[config.mk]
export PLATFORM = sky130hd
export DESIGN_NAME = four_channel_compare_timer
export DESIGN_NICKNAME = d
export VERILOG_FILES = /design/src/design/fcct_pkg.sv /design/src/design/four_channel_compare_timer.sv /design/src/design/fcct_ctrl.sv /design/src/design/fcct_dp.sv
export SDC_FILE = /design/constraint.sdc
export NUM_CORES = 1
export LEC_CHECK = 0
export ABC_CLOCK_PERIOD_IN_PS = 8800
export BUFFER_PORTS_ARGS = -buffer_cell sky130_fd_sc_hd__buf_4
export CORE_UTILIZATION = 50
export CTS_BUF_LIST = sky130_fd_sc_hd__clkbuf_2
export DETAILED_ROUTE_END_ITERATION = 10
export GPL_TIMING_DRIVEN = 0
export PLACE_DENSITY = 0.72
export SLEW_MARGIN = 20
export SYNTH_ARGS = -nofsm -noshare
export SYNTH_HDL_FRONTEND = slang
export SYNTH_HIERARCHICAL = 1
export SYNTH_SLANG_ARGS = --single-unit
[constraint.sdc]
create_clock -name clk -period 8.8 [get_ports clk]
set_clock_uncertainty 0.15 [all_clocks]
set_input_delay 2.2 -clock clk [delete_from_list [all_inputs] [get_ports clk]]
set_output_delay 2.2 -clock clk [all_outputs]
set_load 0.05 [all_outputs]
[src/design/fcct_pkg.sv]
`timescale 1ns / 1ps
package fcct_pkg;

	// Number of timers and widths fixed by the register map.
	localparam int TIMERS_DEF = 4;
	localparam int TIMER_W    = 2;
	localparam int DIV_STEPS  = 17;

	localparam logic [15:0] EXT_DIV_RESET = 16'd18773;

	// Action codes.
	localparam logic [2:0] ACT_TICK   = 3'd0;
	localparam logic [2:0] ACT_READ   = 3'd1;
	localparam logic [2:0] ACT_WRITE  = 3'd2;
	localparam logic [2:0] ACT_VSTART = 3'd3;
	localparam logic [2:0] ACT_VEND   = 3'd4;

	// Register offsets.
	localparam logic [10:0] OFF_COUNT   = 11'h000;
	localparam logic [10:0] OFF_MODE    = 11'h010;
	localparam logic [10:0] OFF_COMPARE = 11'h020;
	localparam logic [10:0] OFF_HOLD    = 11'h030;

	// Mode bit positions.
	localparam int MB_GATE_EN   = 2;
	localparam int MB_GATE_SEL  = 3;
	localparam int MB_GATE_RISE = 4;
	localparam int MB_GATE_FALL = 5;
	localparam int MB_ZERO_RET  = 6;
	localparam int MB_COUNT_EN  = 7;
	localparam int MB_EQ_IE     = 8;
	localparam int MB_OV_IE     = 9;
	localparam int MB_EQ_FLAG   = 10;
	localparam int MB_OV_FLAG   = 11;

	typedef struct packed {
		logic [2:0]  action;
		logic [15:0] tick_count;
		logic [12:0] address;
		logic [15:0] write_data;
	} item_t;

	typedef struct packed {
		logic [15:0] read_data;
		logic [3:0]  irq_lines;
	} result_t;

	typedef enum logic [2:0] {
		ST_IDLE,
		ST_SEL,
		ST_DIV,
		ST_APPLY,
		ST_DONE
	} state_t;

	// Commands from the controller to the datapath.
	typedef struct packed {
		logic               accept;
		logic               load;
		logic               step;
		logic               apply;
		logic               finish;
		logic [TIMER_W-1:0] timer;
	} cmd_t;

	// Status from the datapath to the controller.
	typedef struct packed {
		logic out_busy;
		logic enabled;
	} status_t;

endpackage

[src/design/four_channel_compare_timer.sv]
`timescale 1ns / 1ps
// Four-channel compare timer.
// Items arrive on item/item_valid/item_stall; one result per item leaves on
// result/result_valid/result_stall. A transaction completes when valid is high
// and stall is low. The external divider is written through cfg_valid/cfg_data;
// cfg_ready is always high and writes are expected only while the block is idle.
// Register reads, writes and vblank edges take effect at acceptance and their
// result is presented the next cycle; a new item may then be accepted.
// A tick runs the timers one after another through a shared 17-step restoring
// divider: a disabled timer is skipped; an enabled timer is loaded, divided and
// updated; then a finishing state presents the result, after which the next
// item may be taken.
// Reset clears all timer registers and sets the external divider to 18773.
// While the result is stalled it holds, and no new item is accepted.
module four_channel_compare_timer #(
	parameter int TIMERS = fcct_pkg::TIMERS_DEF
) (
	input  logic              clk,
	input  logic              arst_n,
	input  logic              item_valid,
	output logic              item_stall,
	input  fcct_pkg::item_t   item,
	output logic              result_valid,
	input  logic              result_stall,
	output fcct_pkg::result_t result,
	input  logic              cfg_valid,
	output logic              cfg_ready,
	input  logic [15:0]       cfg_data
);

	fcct_pkg::cmd_t    cmd;
	fcct_pkg::status_t status;

	assign cfg_ready = 1'b1;

	// Sequencer.
	fcct_ctrl #(.TIMERS(TIMERS)) u_ctrl (
		.clk        (clk),
		.arst_n     (arst_n),
		.item_valid (item_valid),
		.is_tick    (item.action == fcct_pkg::ACT_TICK),
		.status     (status),
		.item_stall (item_stall),
		.cmd        (cmd)
	);

	// Registers, divider and output stage.
	fcct_dp #(.TIMERS(TIMERS)) u_dp (
		.clk          (clk),
		.arst_n       (arst_n),
		.item         (item),
		.cmd          (cmd),
		.cfg_valid    (cfg_valid),
		.cfg_data     (cfg_data),
		.result_stall (result_stall),
		.result_valid (result_valid),
		.result       (result),
		.status       (status)
	);

endmodule

[src/design/fcct_ctrl.sv]
`timescale 1ns / 1ps
module fcct_ctrl #(
	parameter int TIMERS = fcct_pkg::TIMERS_DEF
) (
	input  logic               clk,
	input  logic               arst_n,
	input  logic               item_valid,
	input  logic               is_tick,
	input  fcct_pkg::status_t  status,
	output logic               item_stall,
	output fcct_pkg::cmd_t     cmd
);

	localparam int IDX_W = (TIMERS > 1) ? $clog2(TIMERS) : 1;

	fcct_pkg::state_t state_q, state_d;
	logic [IDX_W-1:0] timer_q, timer_d;
	logic [4:0]       bit_q, bit_d;
	logic             last;

	assign last = (timer_q == IDX_W'(TIMERS - 1));

	// State, timer index and divider step count.
	always_ff @(posedge clk or negedge arst_n) begin
		if (!arst_n) begin
			state_q <= fcct_pkg::ST_IDLE;
			timer_q <= '0;
			bit_q   <= '0;
		end else begin
			state_q <= state_d;
			timer_q <= timer_d;
			bit_q   <= bit_d;
		end
	end

	// Next state and commands.
	always_comb begin
		state_d    = state_q;
		timer_d    = timer_q;
		bit_d      = bit_q;
		cmd        = '0;
		cmd.timer  = fcct_pkg::TIMER_W'(timer_q);
		item_stall = 1'b1;
		unique case (state_q)
			fcct_pkg::ST_IDLE: begin
				item_stall = status.out_busy;
				if (item_valid && !status.out_busy) begin
					cmd.accept = 1'b1;
					timer_d    = '0;
					if (is_tick) state_d = fcct_pkg::ST_SEL;
				end
			end
			fcct_pkg::ST_SEL: begin
				if (status.enabled) begin
					cmd.load = 1'b1;
					bit_d    = '0;
					state_d  = fcct_pkg::ST_DIV;
				end else if (last) begin
					state_d = fcct_pkg::ST_DONE;
				end else begin
					timer_d = timer_q + 1'b1;
				end
			end
			fcct_pkg::ST_DIV: begin
				cmd.step = 1'b1;
				bit_d    = bit_q + 1'b1;
				if (bit_q == 5'(fcct_pkg::DIV_STEPS - 1)) state_d = fcct_pkg::ST_APPLY;
			end
			fcct_pkg::ST_APPLY: begin
				cmd.apply = 1'b1;
				if (last) begin
					state_d = fcct_pkg::ST_DONE;
				end else begin
					timer_d = timer_q + 1'b1;
					state_d = fcct_pkg::ST_SEL;
				end
			end
			fcct_pkg::ST_DONE: begin
				if (!status.out_busy) begin
					cmd.finish = 1'b1;
					state_d    = fcct_pkg::ST_IDLE;
				end
			end
			default: state_d = fcct_pkg::ST_IDLE;
		endcase
	end

endmodule

[src/design/fcct_dp.sv]
`timescale 1ns / 1ps
module fcct_dp #(
	parameter int TIMERS = fcct_pkg::TIMERS_DEF
) (
	input  logic                clk,
	input  logic                arst_n,
	input  fcct_pkg::item_t     item,
	input  fcct_pkg::cmd_t      cmd,
	input  logic                cfg_valid,
	input  logic [15:0]         cfg_data,
	input  logic                result_stall,
	output logic                result_valid,
	output fcct_pkg::result_t   result,
	output fcct_pkg::status_t   status
);

	localparam int IDX_W = (TIMERS > 1) ? $clog2(TIMERS) : 1;

	logic [15:0] count_q [TIMERS];
	logic [11:0] mode_q  [TIMERS];
	logic [15:0] cmp_q   [TIMERS];
	logic [15:0] hold_q  [TIMERS];
	logic [15:0] rem_q   [TIMERS];
	logic [15:0] ext_div_q;
	logic [15:0] ticks_q;
	logic [16:0] quo_q;
	logic [15:0] part_q;
	logic [15:0] dvs_q;
	logic [3:0]  irq_q;
	logic        out_valid_q;
	fcct_pkg::result_t out_q;

	logic [IDX_W-1:0] t;
	logic [IDX_W-1:0] at;
	logic             at_ok;
	logic [10:0]      off;
	logic [15:0]      divisor;
	logic [16:0]      trial;
	logic             ge;
	logic [16:0]      diff;
	logic [17:0]      next_cnt, cmp_val, cnt;
	logic             eq, ov;
	logic [15:0]      rd;

	assign t     = cmd.timer[IDX_W-1:0];
	assign at    = item.address[11 +: IDX_W];
	assign at_ok = ({1'b0, item.address[12:11]} < 3'(TIMERS));
	assign off   = item.address[10:0];

	assign status.enabled  = mode_q[t][fcct_pkg::MB_COUNT_EN];
	assign status.out_busy = out_valid_q && result_stall;
	assign result_valid    = out_valid_q;
	assign result          = out_q;

	// Prescaler selection for the timer being served.
	always_comb begin
		unique case (mode_q[t][1:0])
			2'd0:    divisor = 16'd2;
			2'd1:    divisor = 16'd32;
			2'd2:    divisor = 16'd512;
			default: divisor = (ext_div_q == 16'd0) ? 16'd1 : ext_div_q;
		endcase
	end

	// One restoring division step.
	assign trial = {part_q, quo_q[16]};
	assign ge    = (trial >= {1'b0, dvs_q});
	assign diff  = trial - {1'b0, dvs_q};

	// Count update from the finished quotient.
	always_comb begin
		next_cnt = {2'b00, count_q[t]} + {1'b0, quo_q};
		cmp_val  = (cmp_q[t] == 16'd0) ? 18'h10000 : {2'b00, cmp_q[t]};
		eq       = ({2'b00, count_q[t]} < cmp_val) && (next_cnt >= cmp_val);
		cnt      = (eq && mode_q[t][fcct_pkg::MB_ZERO_RET]) ? next_cnt - cmp_val : next_cnt;
		ov       = (cnt[17:16] != 2'b00);
	end

	// Register read data.
	always_comb begin
		rd = '0;
		if (item.action == fcct_pkg::ACT_READ && at_ok) begin
			unique case (off)
				fcct_pkg::OFF_COUNT:   rd = count_q[at];
				fcct_pkg::OFF_MODE:    rd = {4'b0, mode_q[at]};
				fcct_pkg::OFF_COMPARE: rd = cmp_q[at];
				fcct_pkg::OFF_HOLD:    rd = hold_q[at];
				default:               rd = '0;
			endcase
		end
	end

	// Timer registers and external divider configuration.
	always_ff @(posedge clk or negedge arst_n) begin
		if (!arst_n) begin
			for (int i = 0; i < TIMERS; i++) begin
				count_q[i] <= '0;
				mode_q[i]  <= '0;
				cmp_q[i]   <= '0;
				hold_q[i]  <= '0;
				rem_q[i]   <= '0;
			end
			ext_div_q <= fcct_pkg::EXT_DIV_RESET;
		end else begin
			if (cfg_valid) ext_div_q <= cfg_data;
			if (cmd.accept) begin
				if (item.action == fcct_pkg::ACT_WRITE && at_ok) begin
					unique case (off)
						fcct_pkg::OFF_COUNT:   count_q[at] <= item.write_data;
						fcct_pkg::OFF_MODE:    mode_q[at]  <= {mode_q[at][11:10]
							& ~item.write_data[11:10], item.write_data[9:0]};
						fcct_pkg::OFF_COMPARE: cmp_q[at]   <= item.write_data;
						fcct_pkg::OFF_HOLD:    hold_q[at]  <= item.write_data;
						default: ;
					endcase
				end
				// Vblank edges clear gated timers.
				for (int i = 0; i < TIMERS; i++) begin
					if (mode_q[i][fcct_pkg::MB_COUNT_EN] && mode_q[i][fcct_pkg::MB_GATE_EN]
						&& mode_q[i][fcct_pkg::MB_GATE_SEL]
						&& ((item.action == fcct_pkg::ACT_VSTART
							&& mode_q[i][fcct_pkg::MB_GATE_RISE])
						|| (item.action == fcct_pkg::ACT_VEND
							&& mode_q[i][fcct_pkg::MB_GATE_FALL]))) begin
						count_q[i] <= '0;
						rem_q[i]   <= '0;
					end
				end
			end
			if (cmd.apply) begin
				count_q[t] <= cnt[15:0];
				rem_q[t]   <= part_q;
				mode_q[t]  <= mode_q[t] | {ov, eq, 10'b0};
			end
		end
	end

	// Divider working registers and tick latch.
	always_ff @(posedge clk) begin
		if (cmd.accept) ticks_q <= item.tick_count;
		if (cmd.load) begin
			quo_q  <= {1'b0, rem_q[t]} + {1'b0, ticks_q};
			part_q <= '0;
			dvs_q  <= divisor;
		end else if (cmd.step) begin
			part_q <= ge ? diff[15:0] : trial[15:0];
			quo_q  <= {quo_q[15:0], ge};
		end
	end

	// Interrupt collection and output register.
	always_ff @(posedge clk or negedge arst_n) begin
		if (!arst_n) begin
			irq_q       <= '0;
			out_valid_q <= 1'b0;
		end else begin
			if (cmd.accept) irq_q <= '0;
			else if (cmd.apply && ((eq && mode_q[t][fcct_pkg::MB_EQ_IE])
				|| (ov && mode_q[t][fcct_pkg::MB_OV_IE])))
				irq_q[cmd.timer] <= 1'b1;
			if ((cmd.accept && item.action != fcct_pkg::ACT_TICK) || cmd.finish)
				out_valid_q <= 1'b1;
			else if (!result_stall)
				out_valid_q <= 1'b0;
		end
	end

	always_ff @(posedge clk) begin
		if (cmd.accept && item.action != fcct_pkg::ACT_TICK) begin
			out_q.read_data <= rd;
			out_q.irq_lines <= '0;
		end else if (cmd.finish) begin
			out_q.read_data <= '0;
			out_q.irq_lines <= irq_q;
		end
	end

endmodule

==> results list <==
* Sequential share of power: 0.265
- Die area: 48,800 um^2
- For the pin with the worst max-slew slack, the measured transition is about 1.1 ns.
- Dividing total power by cell area gives a power density of approximately 400 nW/um^2.
- IR Drop Worst-Case VDD: 340 uV
* Mean routed wirelength per cell: 24.2 um
- Clk sink count: between 400 and 500
* Final setup violation count: 0
* Relative slew slack: 0.288
- The first detailed-routing pass took 9 iterations.
- The placed instances occupy a cell area of roughly 25,000 um^2.
- Tcrit/Tclk final: 0.956
- Among all stages on the critical path, the largest delay is contributed by clkbuf_1.
- Proportion of layout cells with a drive suffix above 1: 0.271
* Number of buffer and inverter stages on the critical path: 6
* Logic pwr share: 0.607
* Most frequent cell on the critical path: clkbuf_1
- The number of different library cells used by synthesis comes to 88.
- Clock network fraction of total power: 0.129
- Final Hold Vio Count: 0
- The count of buffers added on input and output ports is 88.
- DIE HEIGHT: 221 um
* Per-cell via count in the routed design: 6.49
- Setup repair after global routing left no endpoint under its margin.
- Clock tree from TritonCTS: yes
- No sink is reached through more buffers than the 3 on the longest clock path.
- Summed over all nets, the switching power comes to between 5 and 6 mW.
- The first global-routing pass estimated roughly 110,000 um of wire.
- DP HPWL: around 51,000 um
- In this run, synthesis inferred 65 flip-flops with an integrated enable.
* Number of buffers added by the clock tree synthesis step: approximately 110
* Leakage power: about 12 nW
- H-tree depth reported by CTS: 3
- The initial utilization of the core area, before any placement, comes to 0.511.
- For this run, the number of Yosys warnings is 6.
* FF+latch count, synth: 420
- Clock-pin slew was measured on the worst setup and hold paths at 0.09 ns.
- In this run, the number of DRC markers left after iteration 0 of detailed routing was 1,896.
- Congestion Overflow GR: 0
- The routed layout has 18,700 vias.
- Entering global routing, the biggest net connects 97 pins.
- In this run the worst hold path is classified as register to register.
- Num rows: 79
- Final RePlAce weighted congestion: approximately 0.9
- The tree is rooted in a clkbuf_2.
- Overall power: 10.6 mW
* Minimum period implied by the final worst setup slack: between 8 and 9 ns
- After clock tree synthesis, the setup repair step added 0 buffers.
* Number of instances in the synthesized netlist: 1,982
- Clk Latency, worst-skew pair: around 1.2 ns
- The kind of cell with the highest combined delay along the critical path is buffers and inverters.
- The worst register-to-register path has a depth of 23.
- The most critical setup path has its endpoint at u_dp/count_q[59]$_DFF_PN0_.
- The number of nets handed over by synthesis was between 2,000 and 2,500.
- Summing all non-filler instances in the final layout gives an area of between 20,000 and 30,000 um^2.
* Nature of the critical path endpoint: register
- Antenna violations before repair: 4
* Total number of cells along the worst setup path: 23
- STA classifies the critical path startpoint as a register.
* Longest individual stage delay on the worst path: 0.61 ns
* Reg2reg setup slack: a little under 0.4 ns
- Vias in the first global route: ~19,000
- 92 I/O pins were placed.
- The library cell used most frequently in the layout, excluding fill and tap cells, is dfrtp_1.
- Across the run, the number of max-cap violations was 0.
* Violations in the final reports: DRC
- For this run, asynchronously set or reset flops after synthesis account for 0.798.
- Sequence of cells on the critical path: clkbuf_1 -> clkbuf_1 -> buf_1 -> clkbuf_2 -> mux4_2 -> fa_1 -> a21o_1 -> a221oi_1 -> o21ai_0 -> a21o_1 -> a21oi_1 -> xnor2_1 -> ha_1 -> a21oi_1 -> o211ai_1 -> nor4b_1 -> nor3b_1 -> nor4_4 -> or3_1 -> clkbuf_1 -> buf_2 -> mux2i_1 -> mux2i_1
- Fraction of power spent switching nets: 0.475
- CORE AREA: ~47,000 um^2
- The internal portion of the total power is 5.56 mW.
* Dominant synthesized flop cell: dfrtp_1
- Required arrival time at the worst endpoint: between 9 and 10 ns
- Critical path data arrival time: between 9 and 10 ns
- The worst register-to-register path ends at u_dp/count_q[59]$_DFF_PN0_.
* Synthesized area: 23,900 um^2
* Seq/Total Area, Yosys: 0.449
* Final WL: 69,800 um
* Run status: finished, violations left
- Final number of max-transition violations: 0
- The average instance in the mapped netlist occupies around 12 um^2.
- For this run, the total global-route usage over all layers was measured as 0.287.
* Most frequent cells in the layout: dfrtp_1, mux2_2, clkbuf_2
- In this run the worst path has a maximum fanout of 10.
- Number of nets with antenna violations after detailed routing: 0
* Area overhead of the layout relative to synthesis: 10.6%
* Start-to-end type of the worst setup path: register to register
- Crit path from: u_ctrl/timer_q[1]$_DFFE_PN0P_
* Launch point of the worst reg-to-reg path: u_ctrl/timer_q[1]$_DFFE_PN0P_
- The final layout contains approximately 2,300 nets.
- Remaining DRCs: 6
- Die outline width: about 220 um
- Based on the critical path, the design can be clocked at up to ~0.12 GHz.
[what timing repair did]
item,in CTS,in global routing
setup endpoints to repair,55,67
resized for setup,5,5
cloned,0,0
endpoints found under the hold margin,0,0
hold buffers,0,0
[sequential cells by signal (all words and copies together), names as in the netlist, 5 cells and up]
signal / count
u_ctrl/bit_q: 5
u_dp/cmp_q: 64
u_dp/count_q: 64
u_dp/dvs_q: 16
u_dp/ext_div_q: 16
u_dp/hold_q: 64
u_dp/mode_q: 48
u_dp/part_q: 16
u_dp/quo_q: 17
u_dp/rem_q: 64
u_dp/result: 20
u_dp/ticks_q: 16
[worst reg2reg max path, cell delays in order (launching register included)]
cell      delay (ns)
dfrtp_1         0.51
clkbuf_1        0.61
clkbuf_1        0.52
buf_1           0.58
clkbuf_2        0.47
mux4_2          0.43
fa_1            0.43
a21o_1          0.22
a221oi_1        0.51
o21ai_0         0.24
a21o_1          0.23
a21oi_1         0.17
xnor2_1         0.14
ha_1            0.26
a21oi_1         0.27
o211ai_1        0.16
nor4b_1         0.36
nor3b_1         0.16
nor4_4          0.51
or3_1           0.18
clkbuf_1        0.17
buf_2           0.33
mux2i_1         0.48
mux2i_1         0.16
[logic make-up after synthesis]
group | Yosys count | share of synthesized area
xor gates and xnor gates | 42 | 0.0154
DFF | 420 | 0.449
buffers and inverters | 199 | 0.0325
AOI/OAI and AO/OA | 420 | 0.128
other | 1 | 0.000157
muxes | 417 | 0.244
and+or+nand+nor | 396 | 0.0840
adders and majority gates | 87 | 0.0467
[how the worst min path moves through the flow]
stage / slack [ns] / cells past startpoint / from / endpoint
global route: 0.37 / 1 / u_dp/hold_q[51]$_DFFE_PN0P_ / u_dp/hold_q[51]$_DFFE_PN0P_
detailed placement: 0.33 / 2 / u_dp/rem_q[0]$_DFF_PN0_ / u_dp/rem_q[0]$_DFF_PN0_
CTS: 0.34 / 2 / u_dp/rem_q[0]$_DFF_PN0_ / u_dp/rem_q[0]$_DFF_PN0_
global placement: 0.31 / 2 / u_dp/rem_q[63]$_DFF_PN0_ / u_dp/rem_q[63]$_DFF_PN0_
finish: 0.35 / 2 / u_dp/rem_q[0]$_DFF_PN0_ / u_dp/rem_q[0]$_DFF_PN0_
floorplan: 0.29 / 2 / u_dp/rem_q[47]$_DFF_PN0_ / u_dp/rem_q[47]$_DFF_PN0_
[stage by stage]
stage	instances	setup WS [ns]	hold WS, ns	setup TNS [ns]	utilization
floorplan	1982	1.92	0.295	0	-
global placement	2677	-0.145	0.306	-1.91	0.541
detailed placement	2680	-0.298	0.326	-9.47	0.543
CTS	2877	0.139	0.344	0	0.565
global route	2877	0.00167	0.373	0	0.565
finish	2879	0.387	0.351	0	0.565
[final cells by class]
| type | count | area [um^2] |
|---|---|---|
| clock inverters | 32 | 174 |
| well taps | 607 | 759 |
| flip-flops and latches | 420 | 10700 |
| diodes | 3 | 7.51 |
| fillers | 3907 | 20400 |
| multi-input cells | 1363 | 12400 |
| inverters | 71 | 267 |
| repair buffers | 91 | 751 |
| plain buffers | 127 | 529 |
| clock buffers | 165 | 826 |
[power by group through the flow]
stage	Combinational (mW)	Clock, mW	Sequential, mW
2_1_floorplan	4.63	0	2.77
3_3_place_gp	6.09	0	2.79
3_5_place_dp	6.24	0	2.82
4_1_cts	6.30	1.40	2.78
5_1_grt	6.92	1.50	2.84
6_report	6.42	1.36	2.80
[Yosys cell counts (all sizes together) (6+ instances only)]
library cell | number | area (um^2)
a32oi | 66 | 586
a22o | 72 | 633
a21oi | 71 | 355
mux2i | 121 | 1210
dfxtp | 20 | 400
nand3 | 36 | 180
nor4 | 16 | 136
xnor2 | 34 | 298
and3 | 6 | 37.5
nor3 | 21 | 115
nand3b | 6 | 45.0
a21o | 25 | 189
nor2 | 128 | 480
o21ai | 55 | 279
ha | 83 | 1040
nor3b | 8 | 70.1
clkbuf | 97 | 364
and2 | 20 | 125
mux4 | 115 | 2590
nand2b | 20 | 125
o31ai | 8 | 60.1
nand4 | 14 | 87.6
o211ai | 6 | 45.0
nand2 | 80 | 300
buf | 31 | 148
a31oi | 11 | 68.8
or3 | 10 | 62.6
a211oi | 26 | 195
nor2b | 11 | 71.3
o22ai | 7 | 43.8
dfrtp | 328 | 8210
a22oi | 16 | 120
o21a | 11 | 82.6
inv | 71 | 267
dfstp | 7 | 184
xor2 | 8 | 70.1
edfxtp | 65 | 1950
mux2 | 181 | 2050
[routing by layer]
metal	track usage	vias up	share of wire
li1	-	8092	-
met1	0.380	9429	0.40
met2	0.452	960	0.47
met3	0.0663	190	0.091
met4	0.129	0	0.042
met5	0	-	0
(Power assumes the default switching activity.)
